===== config.mk =====
export PLATFORM = sky130hd
export DESIGN_NAME = sh4_subset_execute_unit
export DESIGN_NICKNAME = d
export VERILOG_FILES = /design/src/hdl/sh4x_pkg.sv /design/src/hdl/sh4_subset_execute_unit.sv /design/src/hdl/sh4x_regfile.sv /design/src/hdl/sh4x_alu.sv
export SDC_FILE = /design/constraint.sdc
export NUM_CORES = 1
export LEC_CHECK = 0
export BUFFER_PORTS_ARGS = -buffer_cell sky130_fd_sc_hd__buf_2
export CELL_PAD_IN_SITES_DETAIL_PLACEMENT = 0
export CELL_PAD_IN_SITES_GLOBAL_PLACEMENT = 1
export CORE_MARGIN = 5
export CORE_UTILIZATION = 44
export CTS_CLUSTER_DIAMETER = 120
export DETAILED_ROUTE_END_ITERATION = 8
export PLACE_DENSITY_LB_ADDON = 0.1
export SYNTH_ARGS = -nofsm -noshare
export SYNTH_HDL_FRONTEND = slang
export SYNTH_HIERARCHICAL = 1
export SYNTH_SLANG_ARGS = --single-unit

===== constraint.sdc =====
create_clock -name i_clk -period 7.4 [get_ports i_clk]
set_input_delay 0.37 -clock i_clk [delete_from_list [all_inputs] [get_ports i_clk]]
set_output_delay 0.37 -clock i_clk [all_outputs]
set_load 0.05 [all_outputs]

===== src/hdl/sh4x_pkg.sv =====
`default_nettype none

package sh4x_pkg;

    localparam int REG_COUNT   = 16;
    localparam int REG_IDX_W   = $clog2(REG_COUNT);

    localparam logic [31:0] PC_RESET = 32'hA000_0000;
    localparam logic [31:0] PC_STEP  = 32'd2;

    // opcode fields
    localparam logic [3:0] OP_MOVI  = 4'hE;
    localparam logic [3:0] OP_SHIFT = 4'h4;
    localparam logic [3:0] OP_SWAP  = 4'h6;
    localparam logic [3:0] FN_SWAP  = 4'h9;
    localparam logic [3:0] OP_MOVL  = 4'h5;
    localparam logic [7:0] OP_MOVB  = 8'h84;
    localparam logic [7:0] OP_MOVW  = 8'h85;

    localparam logic [7:0] SH_LL1  = 8'h00;
    localparam logic [7:0] SH_LR1  = 8'h01;
    localparam logic [7:0] SH_LL2  = 8'h08;
    localparam logic [7:0] SH_LR2  = 8'h09;
    localparam logic [7:0] SH_LL8  = 8'h18;
    localparam logic [7:0] SH_LR8  = 8'h19;
    localparam logic [7:0] SH_LL16 = 8'h28;
    localparam logic [7:0] SH_LR16 = 8'h29;

    // top three address bits of the mapped regions
    localparam logic [2:0] AREA_P2 = 3'b101;
    localparam logic [2:0] AREA_P4 = 3'b111;

    typedef enum logic {
        ACT_EXEC   = 1'b0,
        ACT_RETURN = 1'b1
    } t_action;

    typedef enum logic [2:0] {
        ST_DONE     = 3'd0,
        ST_REQUEST  = 3'd1,
        ST_LOADED   = 3'd2,
        ST_UNDEF    = 3'd3,
        ST_UNMAPPED = 3'd4
    } t_status;

    typedef enum logic [1:0] {
        SZ_BYTE = 2'd0,
        SZ_WORD = 2'd1,
        SZ_LONG = 2'd2
    } t_size;

    typedef struct packed {
        logic                 t;
        logic [31:0]          pc;
        logic                 pend;
        logic [REG_IDX_W-1:0] pdest;
        t_size                psize;
    } t_arch;

    typedef struct packed {
        logic                 en;
        logic [REG_IDX_W-1:0] addr;
        logic [31:0]          data;
    } t_rf_wr;

    typedef struct packed {
        t_status              status;
        logic [31:0]          pc;
        logic [28:0]          addr;
        t_size                size;
        logic                 region;
        logic [REG_IDX_W-1:0] dreg;
        logic [31:0]          dval;
        logic                 t;
        logic [1:0]           cyc;
    } t_result;

    function automatic logic [31:0] sext_size(input logic [31:0] v, input t_size sz);
        logic [31:0] r;
        case (sz)
            SZ_BYTE: r = {{24{v[7]}}, v[7:0]};
            SZ_WORD: r = {{16{v[15]}}, v[15:0]};
            default: r = v;
        endcase
        return r;
    endfunction

endpackage

`default_nettype wire


===== src/hdl/sh4_subset_execute_unit.sv =====
`default_nettype none

// channel   dir  handshake             payload
// s         in   i_s_tvalid/o_s_tready tdata 48b, tuser 1b (action)
// m         out  o_m_tvalid/i_m_tready tdata 104b, tuser 3b (status)
//
// result path: the transfer edge captures the item and its register reads, and a
// later edge, once the output register is empty or taken, executes it into the output register
// one item per cycle sustained; input stalls only while the output register is full
// and not taken
// reset: pc 0xa0000000, t clear, no load pending, all registers read as zero
// register writes are bypassed to the read stage so back-to-back items see them

module sh4_subset_execute_unit
    import sh4x_pkg::*;
(
    input  wire logic         i_clk,
    input  wire logic         i_rst_n,
    input  wire logic         i_s_tvalid,
    output logic              o_s_tready,
    // [15:0] instr_word, [47:16] load_data
    input  wire logic [47:0]  i_s_tdata,
    // [0] action
    input  wire logic [0:0]   i_s_tuser,
    output logic              o_m_tvalid,
    input  wire logic         i_m_tready,
    // [31:0] instr_pc, [60:32] mem_address, [62:61] mem_size, [63] mem_region,
    // [67:64] dest_reg, [99:68] dest_value, [100] t_flag, [102:101] instr_cycles,
    // [103] zero
    output logic [103:0]      o_m_tdata,
    // [2:0] status
    output logic [2:0]        o_m_tuser
);

    logic        r_s1_v;
    t_action     r_s1_act;
    logic [15:0] r_s1_instr;
    logic [31:0] r_s1_data;
    logic        r_out_v;
    t_result     r_out;
    t_arch       r_arch;

    t_arch       n_arch;
    t_result     n_out;
    t_rf_wr      rf_wr;
    t_rf_wr      alu_wr;
    logic [31:0] rd_n;
    logic [31:0] rd_m;
    logic        adv;
    logic        s_xfer;

    assign adv        = r_s1_v && (!r_out_v || i_m_tready);
    assign o_s_tready = !r_s1_v || adv;
    assign s_xfer     = i_s_tvalid && o_s_tready;

    sh4x_regfile u_rf (
        .i_clk       (i_clk),
        .i_rst_n     (i_rst_n),
        .i_rd_en     (s_xfer),
        .i_rd_addr_a (i_s_tdata[11:8]),
        .i_rd_addr_b (i_s_tdata[7:4]),
        .o_rd_data_a (rd_n),
        .o_rd_data_b (rd_m),
        .i_wr        (rf_wr)
    );

    sh4x_alu u_alu (
        .i_action    (r_s1_act),
        .i_instr     (r_s1_instr),
        .i_load_data (r_s1_data),
        .i_rd_n      (rd_n),
        .i_rd_m      (rd_m),
        .i_state     (r_arch),
        .o_state     (n_arch),
        .o_wr        (alu_wr),
        .o_res       (n_out)
    );

    always_comb begin
        rf_wr    = alu_wr;
        rf_wr.en = alu_wr.en && adv;
    end

    always_ff @(posedge i_clk) begin
        if (!i_rst_n) begin
            r_s1_v <= 1'b0;
        end else if (o_s_tready) begin
            r_s1_v <= i_s_tvalid;
        end
    end

    always_ff @(posedge i_clk) begin
        if (s_xfer) begin
            r_s1_act   <= t_action'(i_s_tuser[0]);
            r_s1_instr <= i_s_tdata[15:0];
            r_s1_data  <= i_s_tdata[47:16];
        end
    end

    always_ff @(posedge i_clk) begin
        if (!i_rst_n) begin
            r_arch.t     <= 1'b0;
            r_arch.pc    <= PC_RESET;
            r_arch.pend  <= 1'b0;
            r_arch.pdest <= '0;
            r_arch.psize <= SZ_BYTE;
        end else if (adv) begin
            r_arch <= n_arch;
        end
    end

    always_ff @(posedge i_clk) begin
        if (!i_rst_n) begin
            r_out_v <= 1'b0;
        end else if (adv) begin
            r_out_v <= 1'b1;
        end else if (i_m_tready) begin
            r_out_v <= 1'b0;
        end
    end

    always_ff @(posedge i_clk) begin
        if (adv) begin
            r_out <= n_out;
        end
    end

    assign o_m_tvalid = r_out_v;
    assign o_m_tuser  = r_out.status;
    assign o_m_tdata  = {1'b0, r_out.cyc, r_out.t, r_out.dval, r_out.dreg,
                         r_out.region, r_out.size, r_out.addr, r_out.pc};

    a_reset_state: assert property (@(posedge i_clk)
        !i_rst_n |=> (r_arch.pc == PC_RESET) && !r_arch.pend && !r_out_v)
        else $error("state not cleared by reset");

    a_pc_step: assert property (@(posedge i_clk) disable iff (!i_rst_n)
        adv && r_s1_act == ACT_EXEC |=> r_arch.pc == $past(r_arch.pc) + PC_STEP)
        else $error("pc did not advance on execute");

    a_return_clears: assert property (@(posedge i_clk) disable iff (!i_rst_n)
        adv && r_s1_act == ACT_RETURN |=> !r_arch.pend)
        else $error("load still pending after return");

    a_adv_shows: assert property (@(posedge i_clk) disable iff (!i_rst_n)
        adv |=> o_m_tvalid)
        else $error("executed item not presented");

    a_ready_when_empty: assert property (@(posedge i_clk) disable iff (!i_rst_n)
        !o_m_tvalid |-> o_s_tready)
        else $error("input stalled with empty output register");

endmodule

`default_nettype wire


===== src/hdl/sh4x_regfile.sv =====
`default_nettype none

module sh4x_regfile
    import sh4x_pkg::*;
(
    input  wire logic                 i_clk,
    input  wire logic                 i_rst_n,
    input  wire logic                 i_rd_en,
    input  wire logic [REG_IDX_W-1:0] i_rd_addr_a,
    input  wire logic [REG_IDX_W-1:0] i_rd_addr_b,
    output logic [31:0]               o_rd_data_a,
    output logic [31:0]               o_rd_data_b,
    input  wire t_rf_wr               i_wr
);

    logic [31:0]          r_mem [REG_COUNT];
    logic [REG_COUNT-1:0] r_valid;
    logic [31:0]          r_rd_a;
    logic [31:0]          r_rd_b;

    always_ff @(posedge i_clk) begin
        if (i_wr.en) begin
            r_mem[i_wr.addr] <= i_wr.data;
        end
    end

    always_ff @(posedge i_clk) begin
        if (!i_rst_n) begin
            r_valid <= '0;
        end else if (i_wr.en) begin
            r_valid[i_wr.addr] <= 1'b1;
        end
    end

    // read with bypass of the write landing at the same edge
    always_ff @(posedge i_clk) begin
        if (i_rd_en) begin
            if (i_wr.en && i_wr.addr == i_rd_addr_a) begin
                r_rd_a <= i_wr.data;
            end else begin
                r_rd_a <= r_valid[i_rd_addr_a] ? r_mem[i_rd_addr_a] : 32'd0;
            end
            if (i_wr.en && i_wr.addr == i_rd_addr_b) begin
                r_rd_b <= i_wr.data;
            end else begin
                r_rd_b <= r_valid[i_rd_addr_b] ? r_mem[i_rd_addr_b] : 32'd0;
            end
        end
    end

    assign o_rd_data_a = r_rd_a;
    assign o_rd_data_b = r_rd_b;

endmodule

`default_nettype wire


===== src/hdl/sh4x_alu.sv =====
`default_nettype none

module sh4x_alu
    import sh4x_pkg::*;
(
    input  wire t_action     i_action,
    input  wire logic [15:0] i_instr,
    input  wire logic [31:0] i_load_data,
    input  wire logic [31:0] i_rd_n,
    input  wire logic [31:0] i_rd_m,
    input  wire t_arch       i_state,
    output t_arch            o_state,
    output t_rf_wr           o_wr,
    output t_result          o_res
);

    always_comb begin
        logic [3:0]  n;
        logic [3:0]  m;
        logic [3:0]  d;
        logic [7:0]  lo;
        logic [4:0]  amt;
        logic [31:0] shv;
        logic [31:0] addr;
        logic        is_load;
        logic        is_shift;
        logic        p2;
        logic        p4;

        n        = i_instr[11:8];
        m        = i_instr[7:4];
        d        = i_instr[3:0];
        lo       = i_instr[7:0];
        addr     = 32'd0;
        is_load  = 1'b0;
        p2       = 1'b0;
        p4       = 1'b0;
        is_shift = (lo == SH_LL1) || (lo == SH_LR1) || (lo == SH_LL2) || (lo == SH_LR2)
                || (lo == SH_LL8) || (lo == SH_LR8) || (lo == SH_LL16) || (lo == SH_LR16);

        case (lo[5:4])
            2'd0:    amt = lo[3] ? 5'd2 : 5'd1;
            2'd1:    amt = 5'd8;
            default: amt = 5'd16;
        endcase
        shv = lo[0] ? (i_rd_n >> amt) : (i_rd_n << amt);

        o_state        = i_state;
        o_wr           = '0;
        o_res          = '0;
        o_res.status   = ST_DONE;
        o_res.size     = SZ_BYTE;

        if (i_action == ACT_RETURN) begin
            o_res.pc = i_state.pc - PC_STEP;
            if (i_state.pend) begin
                o_res.status = ST_LOADED;
                o_res.dreg   = i_state.pdest;
                o_res.dval   = sext_size(i_load_data, i_state.psize);
                o_res.size   = i_state.psize;
                o_state.pend = 1'b0;
                o_wr.en      = 1'b1;
            end
        end else begin
            o_res.pc   = i_state.pc;
            o_state.pc = i_state.pc + PC_STEP;

            if (i_instr[15:12] == OP_MOVI) begin
                o_res.dreg = n;
                o_res.dval = {{24{lo[7]}}, lo};
                o_res.cyc  = 2'd1;
                o_wr.en    = 1'b1;
            end else if (i_instr[15:12] == OP_SHIFT && is_shift) begin
                // only the one-bit forms touch T
                if (amt == 5'd1) begin
                    o_state.t = lo[0] ? i_rd_n[0] : i_rd_n[31];
                end
                o_res.dreg = n;
                o_res.dval = shv;
                o_res.cyc  = 2'd1;
                o_wr.en    = 1'b1;
            end else if (i_instr[15:12] == OP_SWAP && d == FN_SWAP) begin
                o_res.dreg = n;
                o_res.dval = {i_rd_m[15:0], i_rd_m[31:16]};
                o_res.cyc  = 2'd1;
                o_wr.en    = 1'b1;
            end else if (i_instr[15:12] == OP_MOVL) begin
                is_load    = 1'b1;
                addr       = i_rd_m + {26'd0, d, 2'b00};
                o_res.size = SZ_LONG;
                o_res.dreg = n;
            end else if (i_instr[15:8] == OP_MOVB) begin
                is_load    = 1'b1;
                addr       = i_rd_m + {28'd0, d};
                o_res.size = SZ_BYTE;
            end else if (i_instr[15:8] == OP_MOVW) begin
                is_load    = 1'b1;
                addr       = i_rd_m + {27'd0, d, 1'b0};
                o_res.size = SZ_WORD;
            end else begin
                o_res.status = ST_UNDEF;
            end

            p2 = addr[31:29] == AREA_P2;
            p4 = addr[31:29] == AREA_P4;
            if (is_load) begin
                o_res.addr = addr[28:0];
                if (p2 || p4) begin
                    o_res.status  = ST_REQUEST;
                    o_res.region  = p4;
                    o_res.cyc     = 2'd2;
                    o_state.pend  = 1'b1;
                    o_state.pdest = o_res.dreg;
                    o_state.psize = o_res.size;
                end else begin
                    o_res.status = ST_UNMAPPED;
                    o_res.dreg   = '0;
                end
            end
        end

        o_wr.addr = o_res.dreg;
        o_wr.data = o_res.dval;
        o_res.t   = o_state.t;
    end

endmodule

`default_nettype wire


==> metrics <==
cell accounting for the most synthesized area edfxtp_1; Worst setup SP type flop; Layout area overhead 12.4%; total wire length 127,000 um; CP endpoint kind flop; Mapped Cells ~2,800; RSZ-0062 raised after global routing false; Vias around 26,000; grt total ovfl 0; EDFF count, synth around 730; HP Class input pin to flop; area of the core approximately 0.09 mm^2; TritonCTS clock tree yes; Mapped Avg Cell Area 14.2 um^2; Post-Synthesis Net Count about 2,900; Post-CTS Resized 0; crit path DAT 6180 ps; DR iter-0 viols around 2,700; root buffer cell clkbuf_16; worst vdd ir 184 uV; Sink Count a little under 800; Slew @ Worst Pin about 1300 ps; multi-input logic area 0.0153 mm^2; CTS clk-pin slew, worst paths ~70 ps; largest net degree at the start of global routing 123; ys async rst share 0%; first-pass GRT wire length between 150,000 and 200,000 um; Starting Density approximately 44%; final worst path period need 5800 ps; number of cells after detailed placement a little under 4,000; most common cell after layout, fill and taps aside edfxtp_1; Routed Antenna Nets 0; data required time of the critical path 7780 ps; Ports about 160; CP Class flop to flop; vias in the first global route 26,685; Synth Cell Area just under 0.04 mm^2; DIE HEIGHT approximately 310 um; Cell Count, Final, Fillers Out slightly above 4,000; CP max-delay cell and2_1; status complete, no violations; Peak Freq ~170 MHz; Max Cap Violations 0; most frequent cells in the layout edfxtp_1, mux4_2, nand2_1, buf_2, nor2_1; Final Hold Fails 0; Pwr per Cell Area between 200 and 250 mW/mm^2; First-pass DRT Iterations 6; YS warnings 6; Slowest Stage Delay on Critical Path 1000 ps; Netlist cell types 86; Final Slew Violations 0; # DRC 0; crit-path cells ha_1, fa_1, nand3_1, a21oi_1, nand2_1, mux2_2, or3_1, a311o_1, a32o_1, xor2_1, nor3_2, buf_4, and2_1, o31ai_1; period utilisation layout roughly four fifths; deepest clock path buffer count 3; Die ar. a little under 0.1 mm^2; worst-skew pair later-pin latency 680 ps; Post-layout nets 2,969; synth top area cells edfxtp_1, mux4_2, a22o_1, dfxtp_1, nand2_1; gr usage total about a quarter; sequential area share after synthesis roughly three fifths; IO buf count 160; crit-path max FO 33; Yosys reg bits 789; Finish-stage setup viols 0; fillers roughly 7,700; gpl congestion approximately 0.96; final setup TNS 0 ps; Pleak about 14 nW; num rows between 100 and 150; layout cells sized above 1 23.4%; initial antenna violation count 5; Max-slew headroom between 10% and 20%; post-synth top area share ~55%; Post-synth top flop edfxtp_1; Reg area between 0.02 and 0.025 mm^2; H-tree Lvls 3; HPWL Detailed 84,800 um; post-DR wirelength/cell ~31 um; vias per cell approximately 6.4; Final Skew 41.7 ps; total CTS buffers 88; Die Wd roughly 310 um
-- cells in the mapped netlist, drive strengths merged (14+ instances only) --
cell,count
o31ai,78
nor3,48
buf,137
nor2,155
mux4,265
dfxtp,58
and2,19
nand3,103
mux2i,53
o22ai,17
or3,14
xnor2,39
ha,14
o21a,20
clkbuf,126
o21ai,100
nand2b,31
a211oi,34
xor2,38
nor2b,46
a22oi,18
edfxtp,731
a21oi,131
inv,23
a22o,135
and3,17
nand2,203
-- metrics by stage --
stage	setup WS (ps)	hold WS, ps	total power, mW	utilization [%]	area (um^2)
6_report	1600	114	10.0	49.7	44700
5_1_grt	1260	87.5	10.4	49.7	44700
4_1_cts	1730	58.2	10.1	49.7	44700
3_5_place_dp	1750	456	5.79	46.1	41400
3_3_place_gp	1900	447	5.79	46.1	41400
2_1_floorplan	1300	434	5.54	-	39800
-- cells by family (layout without fill, tap and decap cells) --
kind of cell,Yosys count,in the layout,synth area share [%]
buf+inv,288,465,3.91
other cells,1,3,0.00943
flops,789,789,58.1
compound gates,611,611,10.7
xor+xnor,77,77,1.70
fa+ha+maj,18,18,0.617
simple gates,685,685,8.39
mux,326,326,16.6
-- report_power, final --
group	leakage [nW]	switching (mW)	internal [mW]
logic	5.79	0.519	0.249
clock network	1.37	1.81	2.50
registers	6.57	0.0526	4.89
total	13.7	2.38	7.64
-- timing repair --
| item | CTS | global route |
|---|---|---|
| buffers inserted | 0 | 0 |
| hold buffers | 42 | 0 |
| hold endpoints to repair | 42 | 0 |
-- layout make-up --
class / count / area share (%)
Antenna cell: 2 / 0.0112
Timing Repair Buffer: 278 / 4.15
Inverter: 24 / 0.202
Clock inverter: 53 / 1.13
Sequential cell: 789 / 51.7
Tap cell: 1176 / 3.29
Clock buffer: 110 / 5.16
Multi-Input combinational cell: 1718 / 34.3
-- layer usage --
layer / track usage, % / vias up / routed length, um
met2: 40.4 / 1147 / 58600
met1: 35.5 / 13743 / 52300
li1: - / 11343 / -
met4: 9.76 / 0 / 5080
met5: 0 / - / 0
met3: 5.62 / 260 / 10600
-- flip-flops by register name, indices dropped and copies added, names as in the netlist --
name	count
u_rf/r_mem	512
u_rf/r_valid	16
o_m_tvalid	1
r_arch	40
r_s1_v	1
o_m_tuser	3
r_s1_act	1
u_rf/o_rd_data_a	32
u_rf/o_rd_data_b	32
o_m_tdata	103
r_s1_instr	16
r_s1_data	32
-- final timing paths --
check                               start                             end  slack [ps]  depth (start not counted)
setup / recovery  r_s1_instr[0]$_DFFE_PP_  u_rf/o_rd_data_b[14]$_DFFE_PP_        1600                         14
hold reg to reg    r_arch[7]$_SDFFE_PN0P_          o_m_tdata[0]$_DFFE_PP_         470                          0
setup reg to reg  r_s1_instr[0]$_DFFE_PP_  u_rf/o_rd_data_b[14]$_DFFE_PP_        1600                         14
hold / removal              i_s_tdata[10]        r_s1_instr[10]$_DFFE_PP_         110                          1
-- critical path: cells and delay by family, from the launching register on --
family	cells	cell delay, ps
AND/OR/NAND/NOR	5	1800
AO/OA/AOI/OAI	4	1760
adder cells (fa/ha/maj)	2	500
flip-flops	1	480
buffers and inverters	1	370
multiplexers	1	310
XOR/XNOR	1	270
No activity file was read; power rests on OpenSTA's default activity.
